## src/rtl/icy_metadata_demux_core_defines.svh

```systemverilog
// Assertion macros shared by the ICY metadata demux RTL.
// Expects signals named clk and rst_n in the including module.
`ifndef ICY_METADATA_DEMUX_CORE_DEFINES_SVH
`define ICY_METADATA_DEMUX_CORE_DEFINES_SVH

`ifndef SYNTHESIS

// property checked on every rising clock edge outside reset
`define ICYMD_ASSERT(lbl, prop, msg) \
    lbl: assert property (@(posedge clk) disable iff (!rst_n) prop) else $error(msg);

// property checked on every rising clock edge, reset included
`define ICYMD_ASSERT_ALWAYS(lbl, prop, msg) \
    lbl: assert property (@(posedge clk) prop) else $error(msg);

`else

`define ICYMD_ASSERT(lbl, prop, msg)
`define ICYMD_ASSERT_ALWAYS(lbl, prop, msg)

`endif

`endif

```

## src/rtl/icymd_pkg.sv

```systemverilog
// Constants and widths for the ICY metadata demux.
// No dependencies; used by the channel interfaces and the core.
package icymd_pkg;

    // payload widths
    localparam int BYTE_W  = 8;
    localparam int COUNT_W = 16;
    localparam int META_W  = 12;

    // audio chunk grouping
    localparam int CHUNK_BYTES = 1024;
    localparam int CHUNK_W     = (CHUNK_BYTES > 2) ? $clog2(CHUNK_BYTES) : 1;
    localparam logic [CHUNK_W-1:0] CHUNK_LAST_FILL = CHUNK_W'(CHUNK_BYTES - 1);

    // configuration port
    localparam int APB_DATA_W = 32;
    localparam int APB_ADDR_W = 3;
    localparam logic REG_META_INTERVAL = 1'b0;
    localparam logic REG_START_OFFSET  = 1'b1;

    // reset values of the registers
    localparam logic [COUNT_W-1:0] META_INTERVAL_RST = 16'd8192;
    localparam logic [COUNT_W-1:0] START_OFFSET_RST  = 16'd0;

endpackage

```

## src/rtl/icymd_in_if.sv

```systemverilog
// Input byte channel of the ICY metadata demux.
// Depends on icymd_pkg for the byte width.
interface icymd_in_if;

    logic                          valid;
    logic                          ready;
    logic [icymd_pkg::BYTE_W-1:0]  data_byte;

    modport source (output valid, output data_byte, input ready);
    modport sink   (input valid, input data_byte, output ready);

endinterface

```

## src/rtl/icymd_out_if.sv

```systemverilog
// Result channel of the ICY metadata demux: tagged audio or metadata byte.
// Depends on icymd_pkg for the byte width.
interface icymd_out_if;

    logic                          valid;
    logic                          ready;
    logic [icymd_pkg::BYTE_W-1:0]  out_byte;
    logic                          is_metadata;
    logic                          chunk_last;
    logic                          meta_last;

    modport source (output valid, output out_byte, output is_metadata,
                    output chunk_last, output meta_last, input ready);
    modport sink   (input valid, input out_byte, input is_metadata,
                    input chunk_last, input meta_last, output ready);

endinterface

```

## src/rtl/icy_metadata_demux_core.sv

```systemverilog
// ICY metadata demux core: splits an ICY byte stream into tagged audio and metadata bytes.
// Depends on icymd_pkg, icymd_in_if, icymd_out_if and icy_metadata_demux_core_defines.svh.
//
// channel   dir   protocol        payload
// stream    in    valid/ready     data_byte[7:0]
// result    out   valid/ready     out_byte[7:0], is_metadata, chunk_last, meta_last
// apb       in    APB write/read  meta_interval @0x0, start_offset @0x4
//
// One byte per clock unless the result channel stalls: each request is decoded against the stream
// counters in the cycle it is taken and its result lands in the output register in the next cycle.
// The output register is the only storage; stream.ready is low only while it holds
// an untaken result and result.ready is low. A length byte gives no result.
// Reset is asynchronous, active low, and needs no clearing pass.
`include "icy_metadata_demux_core_defines.svh"

module icy_metadata_demux_core (
    input  logic                                clk,
    input  logic                                rst_n,
    icymd_in_if.sink                            stream,
    icymd_out_if.source                         result,
    input  logic                                psel,
    input  logic                                penable,
    input  logic                                pwrite,
    input  logic [icymd_pkg::APB_ADDR_W-1:0]    paddr,
    input  logic [icymd_pkg::APB_DATA_W-1:0]    pwdata,
    output logic [icymd_pkg::APB_DATA_W-1:0]    prdata,
    output logic                                pready
);

    localparam logic PH_AUDIO = 1'b0;
    localparam logic PH_META  = 1'b1;

    // configuration and stream state
    logic [icymd_pkg::COUNT_W-1:0] meta_interval_reg, meta_interval_next;
    logic [icymd_pkg::COUNT_W-1:0] start_offset_reg, start_offset_next;
    logic                          phase_reg, phase_next;
    logic [icymd_pkg::COUNT_W-1:0] audio_count_reg, audio_count_next;
    logic [icymd_pkg::META_W-1:0]  meta_total_reg, meta_total_next;
    logic [icymd_pkg::META_W-1:0]  meta_count_reg, meta_count_next;
    logic [icymd_pkg::CHUNK_W-1:0] chunk_fill_reg, chunk_fill_next;

    // output register
    logic                          out_valid_reg, out_valid_next;
    logic [icymd_pkg::BYTE_W-1:0]  out_byte_reg, out_byte_next;
    logic                          is_metadata_reg, is_metadata_next;
    logic                          chunk_last_reg, chunk_last_next;
    logic                          meta_last_reg, meta_last_next;

    logic                          in_take;
    logic                          out_take;
    logic                          cfg_write;
    logic                          cfg_sel;
    logic [icymd_pkg::META_W-1:0]  meta_count_inc;
    logic                          meta_done;
    logic                          chunk_full;
    logic                          len_byte;

    // handshakes
    assign out_take  = out_valid_reg && result.ready;
    assign stream.ready = !out_valid_reg || result.ready;
    assign in_take   = stream.valid && stream.ready;
    assign pready    = 1'b1;
    assign cfg_write = psel && penable && pwrite;
    assign cfg_sel   = paddr[2];

    // register read back
    always_comb
    begin
        unique case (cfg_sel)
            icymd_pkg::REG_META_INTERVAL:
                prdata = icymd_pkg::APB_DATA_W'(meta_interval_reg);
            icymd_pkg::REG_START_OFFSET:
                prdata = icymd_pkg::APB_DATA_W'(start_offset_reg);
            default:
                prdata = '0;
        endcase
    end

    // byte decode
    assign meta_count_inc = meta_count_reg + 1'b1;
    assign meta_done      = (meta_count_inc >= meta_total_reg);
    assign chunk_full     = (chunk_fill_reg == icymd_pkg::CHUNK_LAST_FILL);
    assign len_byte       = (audio_count_reg >= meta_interval_reg);

    // next state and result
    always_comb
    begin
        meta_interval_next = meta_interval_reg;
        start_offset_next  = start_offset_reg;
        phase_next         = phase_reg;
        audio_count_next   = audio_count_reg;
        meta_total_next    = meta_total_reg;
        meta_count_next    = meta_count_reg;
        chunk_fill_next    = chunk_fill_reg;
        out_valid_next     = out_valid_reg && !out_take;
        out_byte_next      = out_byte_reg;
        is_metadata_next   = is_metadata_reg;
        chunk_last_next    = chunk_last_reg;
        meta_last_next     = meta_last_reg;

        // configuration writes must arrive only while the stream is idle; the block itself does not enforce it
        if (cfg_write)
        begin
            unique case (cfg_sel)
                icymd_pkg::REG_META_INTERVAL:
                    meta_interval_next = pwdata[icymd_pkg::COUNT_W-1:0];
                icymd_pkg::REG_START_OFFSET:
                begin
                    start_offset_next = pwdata[icymd_pkg::COUNT_W-1:0];
                    audio_count_next  = pwdata[icymd_pkg::COUNT_W-1:0];
                end
                default:
                    ;
            endcase
        end

        if (in_take)
        begin
            priority if (phase_reg == PH_META)
            begin
                meta_count_next  = meta_count_inc;
                if (meta_done)
                    phase_next = PH_AUDIO;
                out_valid_next   = 1'b1;
                out_byte_next    = stream.data_byte;
                is_metadata_next = 1'b1;
                chunk_last_next  = 1'b0;
                meta_last_next   = meta_done;
            end
            else if (len_byte)
            begin
                // length byte: block length is sixteen times its value
                audio_count_next = '0;
                meta_total_next  = {stream.data_byte, 4'b0000};
                meta_count_next  = '0;
                phase_next       = (stream.data_byte != '0) ? PH_META : PH_AUDIO;
            end
            else
            begin
                audio_count_next = audio_count_reg + 1'b1;
                chunk_fill_next  = chunk_full ? '0 : chunk_fill_reg + 1'b1;
                out_valid_next   = 1'b1;
                out_byte_next    = stream.data_byte;
                is_metadata_next = 1'b0;
                chunk_last_next  = chunk_full;
                meta_last_next   = 1'b0;
            end
        end
    end

    // control state
    always_ff @(posedge clk or negedge rst_n)
    begin
        if (!rst_n)
        begin
            meta_interval_reg <= icymd_pkg::META_INTERVAL_RST;
            start_offset_reg  <= icymd_pkg::START_OFFSET_RST;
            phase_reg         <= PH_AUDIO;
            audio_count_reg   <= icymd_pkg::START_OFFSET_RST;
            meta_total_reg    <= '0;
            meta_count_reg    <= '0;
            chunk_fill_reg    <= '0;
            out_valid_reg     <= 1'b0;
        end
        else
        begin
            meta_interval_reg <= meta_interval_next;
            start_offset_reg  <= start_offset_next;
            phase_reg         <= phase_next;
            audio_count_reg   <= audio_count_next;
            meta_total_reg    <= meta_total_next;
            meta_count_reg    <= meta_count_next;
            chunk_fill_reg    <= chunk_fill_next;
            out_valid_reg     <= out_valid_next;
        end
    end

    // result payload
    always_ff @(posedge clk)
    begin
        out_byte_reg    <= out_byte_next;
        is_metadata_reg <= is_metadata_next;
        chunk_last_reg  <= chunk_last_next;
        meta_last_reg   <= meta_last_next;
    end

    assign result.valid       = out_valid_reg;
    assign result.out_byte    = out_byte_reg;
    assign result.is_metadata = is_metadata_reg;
    assign result.chunk_last  = chunk_last_reg;
    assign result.meta_last   = meta_last_reg;

    // checks
    `ICYMD_ASSERT(a_meta_phase_nonempty,
        (phase_reg == PH_META) |-> (meta_total_reg != '0),
        "metadata phase entered with a zero-length block")
    `ICYMD_ASSERT(a_meta_count_below_total,
        (phase_reg == PH_META) |-> (meta_count_reg < meta_total_reg),
        "metadata count reached block length without leaving metadata phase")
    `ICYMD_ASSERT(a_meta_last_tag,
        (out_valid_reg && meta_last_reg) |-> is_metadata_reg,
        "block end flagged on an audio byte")
    `ICYMD_ASSERT(a_chunk_last_tag,
        (out_valid_reg && chunk_last_reg) |-> !is_metadata_reg,
        "chunk end flagged on a metadata byte")

endmodule

```

## src/flat_wrapper.sv

```systemverilog
// flat-port wrapper written by rule: the top's interface ports become plain ports
module icy_metadata_demux_core_flat 
  (clk, rst_n, psel, penable, pwrite, paddr, pwdata, prdata, pready, stream_valid, stream_data_byte, stream_ready, result_valid, result_out_byte, result_is_metadata, result_chunk_last, result_meta_last, result_ready);
  icymd_in_if stream_i ();
  icymd_out_if result_i ();
  input  logic clk;
  input  logic rst_n;
  input  logic psel;
  input  logic penable;
  input  logic pwrite;
  input  logic [icymd_pkg::APB_ADDR_W-1:0] paddr;
  input  logic [icymd_pkg::APB_DATA_W-1:0] pwdata;
  output logic [icymd_pkg::APB_DATA_W-1:0] prdata;
  output logic pready;
  input wire logic [$bits(stream_i.valid)-1:0] stream_valid;
  input wire logic [$bits(stream_i.data_byte)-1:0] stream_data_byte;
  output wire logic [$bits(stream_i.ready)-1:0] stream_ready;
  output wire logic [$bits(result_i.valid)-1:0] result_valid;
  output wire logic [$bits(result_i.out_byte)-1:0] result_out_byte;
  output wire logic [$bits(result_i.is_metadata)-1:0] result_is_metadata;
  output wire logic [$bits(result_i.chunk_last)-1:0] result_chunk_last;
  output wire logic [$bits(result_i.meta_last)-1:0] result_meta_last;
  input wire logic [$bits(result_i.ready)-1:0] result_ready;
  assign stream_i.valid = stream_valid;
  assign stream_i.data_byte = stream_data_byte;
  assign stream_ready = stream_i.ready;
  assign result_valid = result_i.valid;
  assign result_out_byte = result_i.out_byte;
  assign result_is_metadata = result_i.is_metadata;
  assign result_chunk_last = result_i.chunk_last;
  assign result_meta_last = result_i.meta_last;
  assign result_i.ready = result_ready;
  icy_metadata_demux_core u_core (.clk(clk), .rst_n(rst_n), .stream(stream_i), .result(result_i), .psel(psel), .penable(penable), .pwrite(pwrite), .paddr(paddr), .pwdata(pwdata), .prdata(prdata), .pready(pready));
endmodule
```

## config.mk

```make
export PLATFORM = sky130hd
export DESIGN_NAME = icy_metadata_demux_core_flat
export DESIGN_NICKNAME = d
export VERILOG_FILES = /design/src/rtl/icymd_pkg.sv /design/src/rtl/icymd_in_if.sv /design/src/rtl/icymd_out_if.sv /design/src/rtl/icy_metadata_demux_core.sv /design/src/flat_wrapper.sv
export VERILOG_INCLUDE_DIRS = /design/src /design/src/rtl
export SDC_FILE = /design/constraint.sdc
export NUM_CORES = 1
export LEC_CHECK = 0
export BUFFER_PORTS_ARGS = -buffer_cell sky130_fd_sc_hd__buf_2
export CORE_ASPECT_RATIO = 2
export CORE_MARGIN = 1.5
export CORE_UTILIZATION = 40
export DETAILED_ROUTE_END_ITERATION = 7
export GPL_ROUTABILITY_DRIVEN = 0
export PLACE_DENSITY_LB_ADDON = 0.15
export REMOVE_ABC_BUFFERS = 1
export SYNTH_ARGS = -nofsm -noshare
export SYNTH_HDL_FRONTEND = slang
export SYNTH_SLANG_ARGS = --single-unit
```

## constraint.sdc

```tcl
create_clock -name clk -period 4.1 [get_ports clk]
set_input_delay 0.205 -clock clk [delete_from_list [all_inputs] [get_ports clk]]
set_output_delay 0.205 -clock clk [all_outputs]
set_load 0.02 [all_outputs]
```

==> flow_summary.yaml, run 1 <==
synth:
  synth.area.top_cells: "dfrtp_1, mux2_2, ha_1, edfxtp_1, o21ai_0"
  netlist_instances: 485
  async_reset_ff_frac: 0.879
  synth_top_cell_by_area: "dfrtp_1"
  yosysUniqueCellTypes: 57
  yosysWarnings: 0
  syn-cell-area_um2: 5060
  synthFlopType: "dfrtp_1"
  ys_seq_area_frac: 0.461
  yosys.area.top_type_share: 0.391
  synth-seq-cells: 91
  synth-edff-count: 11
  syn_avg_cell_area_um2: 10.4
route:
  wl_per_cell_um: 16.1
  antenna_left: 0
  routed_wl_um: 11100
  vias: 3793
  drt_iter0_drc: 198
  drt-pass1-iter-count: 4
  drt-vias-per-instance: 5.47
  drc: 0
  met2WireLength_um: 6270
  wirelength_met1_um: 4070
  dr.max_layer_used: "met4"
  wl_met3_um: 396
critical_path:
  path_cells: "ha_1 > nand3_1 > nor2_1 > and3_1 > nand3_1 > xnor2_1 > ha_1 > a21o_1 > a211o_1 > nor3_1 > nor3_1"
  crit_cells: 11
  slowest_delay_ns: 0.39
  crit_required_ns: 4.18
  crit_end: "u_core.result.meta_last"
  worst-path-buf-inv: 0
  cp_max_fo: 4
  crit_path_start: "u_core.meta_count_reg[0]"
  startpoint_type: "flop"
  reg2reg_from: "u_core.meta_count_reg[0]"
  rr_endpoint: "u_core.result.meta_last"
  r2r_cells: 11
  arrival_ns: 3.09
  critPathCaptureType: "flop"
  slowest_stage: "dfrtp_1"
  crit_type: "flop to flop"
  r2r_setup_slack_ns: 1.09
  critical-path-top-delay-family: "simple AND/OR/NAND/NOR gates"
timing:
  rsz0062_at_grt: "no"
  whs_ns: 0.0486
  finalSetupViolCount: 0
  slew_headroom: 0.229
  fmax_mhz: 332
  final_max_slew_viol_count: 0
  worstMarginPinSlew_ns: 1.15
  fin_crit_sh: 0.735
  min_period_ns: 3.01
  hold_viol: 0
  finalClockSkew_ns: 0.00388
  finalSetupTns_ns: 0
pwr:
  power.density_nw_per_um2: 577
  vdd_drop_max_v: 0.000255
  leakagePower_nw: 2.70
layout:
  synthToLayoutAreaGrowth_pct: 13.1
  instances_no_fill: 693
  final_cell_mix: "dfrtp_1, buf_2, mux2_2"
  layout-drive-gt1-share: 0.245
  diodes: 0
  final_common_cell: "dfrtp_1"
  nets: 615
  utilization: 0.459
clock_network:
  h-tree-depth: 3
  cts_setup_buffers: 0
  cts_tree: "yes"
  holdBufCountCts: 0
  clk_latency_ns: 0.34
  cts_made_buffers: 9
  cts-resized-gates: 0
  clock_sinks: 91
  clock-root-buffer: "clkbuf_16"
  clk_path_buf_depth: 2
  path_clk_slew_ns: 0.06
placed_design:
  portBuffers: 60
  dp.cells: 677
  hpwl_um: 8210
floorplanning:
  die-area_um2: 13400
  fp.dieH_um: 162
  core_um2: 12500
  die_x_um: 82.5
  initial_core_util: 0.405
  io_pins: 96
  std_cell_rows: 58
global_routing:
  grt_max_degree: 81
  grt_antenna_before_repair: 0
  grt-ovfl-total: 0
  grt_use_total: 0.183
  grt_pass1_vias: 3857
  grt_pass1_wl_um: 18300
outcome:
  outcome: "complete, no violations"
worst_hold_path:
  hold_path_class: "input pin to async pin"
job:
  cap_violations: 0
-- worst reg2reg max path, cell delays in order, from the launching register on --
cell     delay (ns)
dfrtp_1        0.39
ha_1           0.21
nand3_1        0.18
nor2_1         0.26
and3_1         0.27
nand3_1        0.11
xnor2_1        0.24
ha_1           0.29
a21o_1         0.19
a211o_1        0.29
nor3_1         0.23
nor3_1         0.08
-- logic make-up after synthesis --
group,Yosys count,synth area share
buf+inv,64,0.0653
mux,47,0.103
fa+ha+maj,27,0.0668
other cells,2,0.00148
flops,91,0.461
simple gates,146,0.155
compound gates,94,0.123
xor+xnor,14,0.0242
-- cell usage after synthesis (4+ instances only) --
cell / number
a221o_1: 9
a211o_1: 4
and2_1: 7
o2bb2ai_1: 5
xor2_1: 8
o21ai_0: 40
ha_1: 27
mux2_2: 42
clkbuf_1: 11
nor4_1: 5
nor3_1: 11
mux2i_1: 5
inv_1: 29
and3_1: 9
buf_4: 17
nand2_1: 41
nor3b_1: 7
nand3_1: 18
nor2_1: 23
edfxtp_1: 11
a22o_1: 4
a21o_1: 4
nand4_1: 5
a21oi_1: 12
xnor2_1: 6
dfrtp_1: 79
-- area by class of cell --
type / instances / area (um^2)
fillers: 1205 / 6760
well taps: 150 / 188
repair buffers: 62 / 318
clock buffers: 13 / 282
inverters: 29 / 109
clock inverters: 3 / 42.5
multi-input cells: 345 / 2450
flip-flops and latches: 91 / 2330
-- routing by layer --
metal	global-route usage	vias up
met5	0	-
met4	0.0970	0
met3	0.0326	23
met2	0.342	94
met1	0.182	1861
li1	-	1815
-- where the power goes --
group / total, mW / switching (mW) / internal, mW
Sequential: 1.38 / 0.221 / 1.16
Clock: 0.892 / 0.350 / 0.542
Combinational: 1.03 / 0.582 / 0.451
Total: 3.30 / 1.15 / 2.15
-- worst min-delay path by stage --
stage	startpoint	end	slack, ns	cells past startpoint
floorplan	rst_n	u_core.audio_count_reg[0]	-0.09	0
global placement	stream_data_byte[3]	u_core.result.out_byte[3]	0.41	1
detailed placement	stream_data_byte[3]	u_core.result.out_byte[3]	0.41	1
CTS	stream_data_byte[3]	u_core.result.out_byte[3]	0.05	1
global route	stream_data_byte[3]	u_core.result.out_byte[3]	0.05	1
finish	rst_n	u_core.start_offset_reg[13]	0.05	1
-- through the flow --
step | power (mW) | cell area (um^2) | setup WS (ns)
2_1_floorplan | 2.10 | 4890 | 1.42
3_3_place_gp | 2.40 | 5400 | 1.13
3_5_place_dp | 2.44 | 5400 | 1.07
4_1_cts | 3.35 | 5720 | 1.05
5_1_grt | 3.56 | 5720 | 0.891
6_report | 3.30 | 5720 | 1.09
No activity file was read; power rests on OpenSTA's default activity.
==> run 2: changes to the inputs <==
clock period = 2.8 ns   (was 4.1 ns; I/O delays follow)
==> run 2 against run 1 <==
Against the previous run: the run now ends with negative hold slack left; largest power group unchanged; setup slack worse by 0.98 ns; via count up 0.71%; cell count up 4.2%; register-to-register slack worse by 0.98 ns.
==> flow_summary.yaml, run 2 (synthesis results as in run 1) <==
route:
  drc: 0
  antenna_left: 0
  dr.max_layer_used: "met4"
  wl_met3_um: 348
  drt_iter0_drc: 166
  met2WireLength_um: 6740
  wl_per_cell_um: 16.0
  drt-vias-per-instance: 5.29
  routed_wl_um: 11600
  wirelength_met1_um: 4240
  vias: 3820
  drt-pass1-iter-count: 4
floorplanning:
  die-area_um2: 13400
  io_pins: 96
  die_x_um: 82.5
  core_um2: 12500
  fp.dieH_um: 162
  initial_core_util: 0.405
  std_cell_rows: 58
timing:
  slew_headroom: 0.296
  finalClockSkew_ns: 0.00910
  worstMarginPinSlew_ns: 1.05
  worst_slack_ns: 0.113
  fin_crit_sh: 0.960
  rsz0062_at_grt: "no"
  whs_ns: -0.0233
  final_max_slew_viol_count: 0
  min_period_ns: 2.69
  finalSetupTns_ns: 0
  fmax_mhz: 372
  hold_viol: 25
  finalSetupViolCount: 0
layout:
  final_cell_mix: "dfrtp_1, buf_2, mux2_2"
  final_common_cell: "dfrtp_1"
  diodes: 0
  nets: 644
  layout-drive-gt1-share: 0.283
  fillCellCount: 1221
  instances_no_fill: 722
  synthToLayoutAreaGrowth_pct: 17.6
pwr:
  leakagePower_nw: 2.84
  clkPwrFrac: 0.241
  swShare: 0.357
  p_int_mw: 3.14
  combinationalPowerShare: 0.360
  pwr-share-seq: 0.399
  vdd_drop_max_v: 0.000370
  power.density_nw_per_um2: 822
  switchingPower_mw: 1.75
placed_design:
  portBuffers: 60
  dpl_worst_slack_ns: 0.0490
  hpwl_um: 8650
  dp.cells: 704
global_routing:
  grt-ovfl-total: 0
  grt_use_total: 0.187
  grt_pass1_wl_um: 18900
  grt_antenna_before_repair: 0
  grt_max_degree: 81
  grt_pass1_vias: 3907
critical_path:
  crit_type: "flop to flop"
  arrival_ns: 2.78
  startpoint_type: "flop"
  critPathCaptureType: "flop"
  crit_required_ns: 2.89
  cp_max_fo: 4
clock_network:
  cts_tree: "yes"
  clk_latency_ns: 0.35
  clk_path_buf_depth: 2
  clock-root-buffer: "clkbuf_16"
  h-tree-depth: 3
  path_clk_slew_ns: 0.07
  clock_sinks: 91
  cts_setup_buffers: 0
  cts_made_buffers: 9
job:
  cap_violations: 0
worst_hold_path:
  hold_path_class: "input pin to async pin"
outcome:
  outcome: "finished with violations"
  violations: "negative hold slack"
==> run 2: changes by cell type in the layout (fill, tap and decap cells not counted) <==
cell           before  now
nor3_4              1    2
buf_6               0    1
nor3_1             11   10
xnor2_1             6    5
xnor2_2             0    1
clkinvlp_4          1    3
buf_12              0    1
dlygate4sd3_1       0    2
bufinv_16           1    0
clkbuf_8            2    0
clkinv_4            0    1
buf_4               3   28
==> run 2: critical path: stages (launching register included) <==
cell     delay, ns
dfrtp_1       0.39
ha_1          0.18
nand3_1       0.09
nor2_1        0.16
and3_1        0.20
nand3_1       0.12
xnor2_2       0.22
ha_1          0.28
a21o_1        0.18
a211o_1       0.29
nor3_1        0.24
nor3_1        0.08
==> run 2: timing repair <==
item,4_1_cts,5_1_grt
hold buffers,2,0
endpoints found under the hold margin,2,0
gates resized for setup,0,4
endpoints found under the setup margin,0,8
==> run 2: final timing paths <==
path	cells past startpoint	startpoint	end	slack, ns
max	11	u_core.meta_count_reg[0]	u_core.result.meta_last	0.11
min	1	rst_n	u_core.start_offset_reg[13]	-0.02
max reg2reg	11	u_core.meta_count_reg[0]	u_core.result.meta_last	0.11
min reg2reg	1	u_core.chunk_fill_reg[8]	u_core.chunk_fill_reg[8]	0.49
max in group asynchronous	1	rst_n	u_core.meta_total_reg[11]	2.16
min in group clk	1	stream_data_byte[7]	u_core.result.out_byte[7]	0.01
==> run 2: final cells by class <==
| class | instances | area (um^2) | share of cell area |
|---|---|---|---|
| inverters | 29 | 109 | 0.0183 |
| clock inverters | 5 | 36.3 | 0.00610 |
| flip-flops and latches | 91 | 2330 | 0.392 |
| well taps | 150 | 188 | 0.0316 |
| repair buffers | 91 | 557 | 0.0936 |
| clock buffers | 11 | 254 | 0.0427 |
| multi-input cells | 345 | 2470 | 0.415 |
==> run 2: metal layers <==
| metal | up-vias | global-route usage |
|---|---|---|
| met1 | 1850 | 0.192 |
| met4 | 0 | 0.0652 |
| met5 | - | 0 |
| met3 | 17 | 0.0247 |
| met2 | 81 | 0.364 |
| li1 | 1872 | - |
==> run 2: metrics by stage <==
| step | power (mW) | hold WS [ns] | area [um^2] | util |
|---|---|---|---|---|
| after CTS | 4.95 | 0.000222 | 5930 | 0.475 |
| after global routing | 5.24 | 0.00433 | 5950 | 0.477 |
| after global placement | 3.69 | 0.348 | 5620 | 0.450 |
| after floorplan | 3.08 | -0.156 | 4890 | - |
| final | 4.89 | -0.0233 | 5950 | 0.477 |
| after detailed placement | 3.74 | 0.354 | 5620 | 0.450 |
==> run 2: power by group through the flow <==
| stage | Sequential, mW | Combinational [mW] | Clock [mW] |
|---|---|---|---|
| after floorplan | 1.99 | 1.09 | 0 |
| after global placement | 1.96 | 1.73 | 0 |
| after detailed placement | 1.97 | 1.76 | 0 |
| after CTS | 1.95 | 1.78 | 1.22 |
| after global routing | 2.00 | 1.98 | 1.26 |
| final | 1.95 | 1.76 | 1.18 |
==> run 3: changes to the inputs <==
PLACE_DENSITY = 0.64   (was not set)
PLACE_DENSITY_LB_ADDON = not set   (was 0.15)
==> run 3 against run 2 <==
Against the previous run: the flow now finishes without violations; register-to-register slack better by 0.03 ns; critical path depth down 4; total power about the same; sequential power up 3%; core utilization down 0.27 points; largest cell class unchanged; sequential share of layout area up 0.22 points; first-iteration DRC count up 3.6%; die area unchanged; fmax up 1.0%; clock-buffer cell count down 2; routed wire length down 0.88%; worst hold slack better by 0.038 ns.
==> flow_summary.yaml, run 3 (synthesis results as in run 1) <==
critical_path:
  crit_path_start: "u_core.audio_count_reg[9]"
  r2r_setup_slack_ns: 0.14
  critPathCaptureType: "flop"
  r2r_cells: 7
  crit_required_ns: 3.08
  cp_max_fo: 38
  startpoint_type: "flop"
  crit_type: "flop to flop"
  arrival_ns: 2.94
  rr_endpoint: "u_core.audio_count_reg[15]"
  reg2reg_from: "u_core.audio_count_reg[9]"
layout:
  nets: 638
  multiInputGateArea_um2: 2470
  fillCellCount: 1205
  regArea_um2: 2330
  synthToLayoutAreaGrowth_pct: 16.9
  stdcell_area_um2: 5910
  instances_no_fill: 716
  final_common_cell: "dfrtp_1"
  diodes: 0
  final_cell_mix: "dfrtp_1, buf_2, mux2_2"
  layout-drive-gt1-share: 0.274
route:
  wl_per_cell_um: 16.0
  drt-pass1-iter-count: 4
  drc: 0
  dr.max_layer_used: "met4"
  antenna_left: 0
  met2WireLength_um: 6470
  wl_met3_um: 444
  vias: 3849
  drt-vias-per-instance: 5.38
  wirelength_met1_um: 4220
  routed_wl_um: 11500
  drt_iter0_drc: 172
timing:
  min_period_ns: 2.66
  fmax_mhz: 376
  fin_crit_sh: 0.950
  worst_slack_ns: 0.140
  worstMarginPinSlew_ns: 1.10
  finalClockSkew_ns: 0.0107
  slew_headroom: 0.266
  finalSetupViolCount: 0
  final_max_slew_viol_count: 0
  whs_ns: 0.0152
  rsz0062_at_grt: "yes"
  hold_viol: 0
pwr:
  clkPwrFrac: 0.260
  swShare: 0.362
  pwr-share-seq: 0.410
  p_total_mw: 4.89
  power.density_nw_per_um2: 826
  combinationalPowerShare: 0.331
  switchingPower_mw: 1.77
  vdd_drop_max_v: 0.000465
  leakagePower_nw: 2.81
  p_int_mw: 3.12
clock_network:
  path_clk_slew_ns: 0.07
  clock-root-buffer: "clkbuf_16"
  cts_tree: "yes"
  cts_made_buffers: 9
  clock_sinks: 91
  clk_latency_ns: 0.35
  h-tree-depth: 3
  clk_path_buf_depth: 2
floorplanning:
  die-area_um2: 13400
  fp.dieH_um: 162
  die_x_um: 82.5
  core_um2: 12500
  initial_core_util: 0.405
  io_pins: 96
  std_cell_rows: 58
global_routing:
  grt_antenna_before_repair: 0
  grt_pass1_wl_um: 18600
  grt_max_degree: 44
  grt-ovfl-total: 0
  grt_pass1_vias: 3896
  grt_use_total: 0.185
outcome:
  outcome: "complete, no violations"
worst_hold_path:
  min_from: "stream_data_byte[1]"
  worstHoldEndpoint: "u_core.result.out_byte[1]"
  holdPathStages: 1
  hold_path_class: "input pin to flop"
job:
  cap_violations: 0
placed_design:
  portBuffers: 60
  postPlaceCellArea_um2: 5530
  dpl_worst_slack_ns: 0.123
  dp.cells: 694
  hpwl_um: 8550
==> run 3: critical path, stage by stage (launching register included) <==
cell	delay, ns
dfrtp_1	0.45
ha_1	0.33
a21oi_1	0.14
o21ai_0	0.14
a21o_1	0.23
or4_4	0.74
nor4_1	0.40
a221o_1	0.16
==> run 3: power groups by stage <==
stage / logic (mW) / clock network [mW] / registers (mW)
4_1_cts: 1.62 / 1.30 / 2.00
3_5_place_dp: 1.61 / 0 / 2.02
3_3_place_gp: 1.55 / 0 / 2.00
2_1_floorplan: 1.09 / 0 / 1.99
5_1_grt: 1.83 / 1.36 / 2.06
6_report: 1.62 / 1.27 / 2.00
==> run 3: routing by layer <==
metal | global-route usage | vias to the layer above
met4 | 0.0758 | 0
met3 | 0.0382 | 19
met2 | 0.345 | 107
li1 | - | 1864
met5 | 0 | -
met1 | 0.190 | 1859
==> run 3: how the worst max path moves through the flow <==
stage / end / cells after the start
after floorplan: u_core.result.meta_last / 11
after global placement: u_core.result.meta_last / 9
after detailed placement: u_core.result.meta_last / 11
after CTS: u_core.phase_reg / 12
after global routing: u_core.meta_count_reg[6] / 7
final: u_core.audio_count_reg[15] / 7
==> run 3: cell type report <==
class | instances | share of cell area
Clock buffer | 9 | 0.0381
Clock inverter | 7 | 0.0135
Inverter | 29 | 0.0184
Multi-Input combinational cell | 345 | 0.418
Sequential cell | 91 | 0.395
Tap cell | 150 | 0.0317
Timing Repair Buffer | 85 | 0.0855
==> run 3: timing repair <==
action                                 4_1_cts  5_1_grt
resized for setup                            0        4
endpoints found under the hold margin       45        1
setup endpoints to repair                    0        8
hold buffers                                 5        1
buffers inserted                             0        0
==> run 3: through the flow <==
stage               utilization  setup TNS, ns
floorplan                     -              0
global placement          0.443              0
detailed placement        0.443              0
CTS                       0.471              0
global route              0.474        -0.0823
finish                    0.474              0
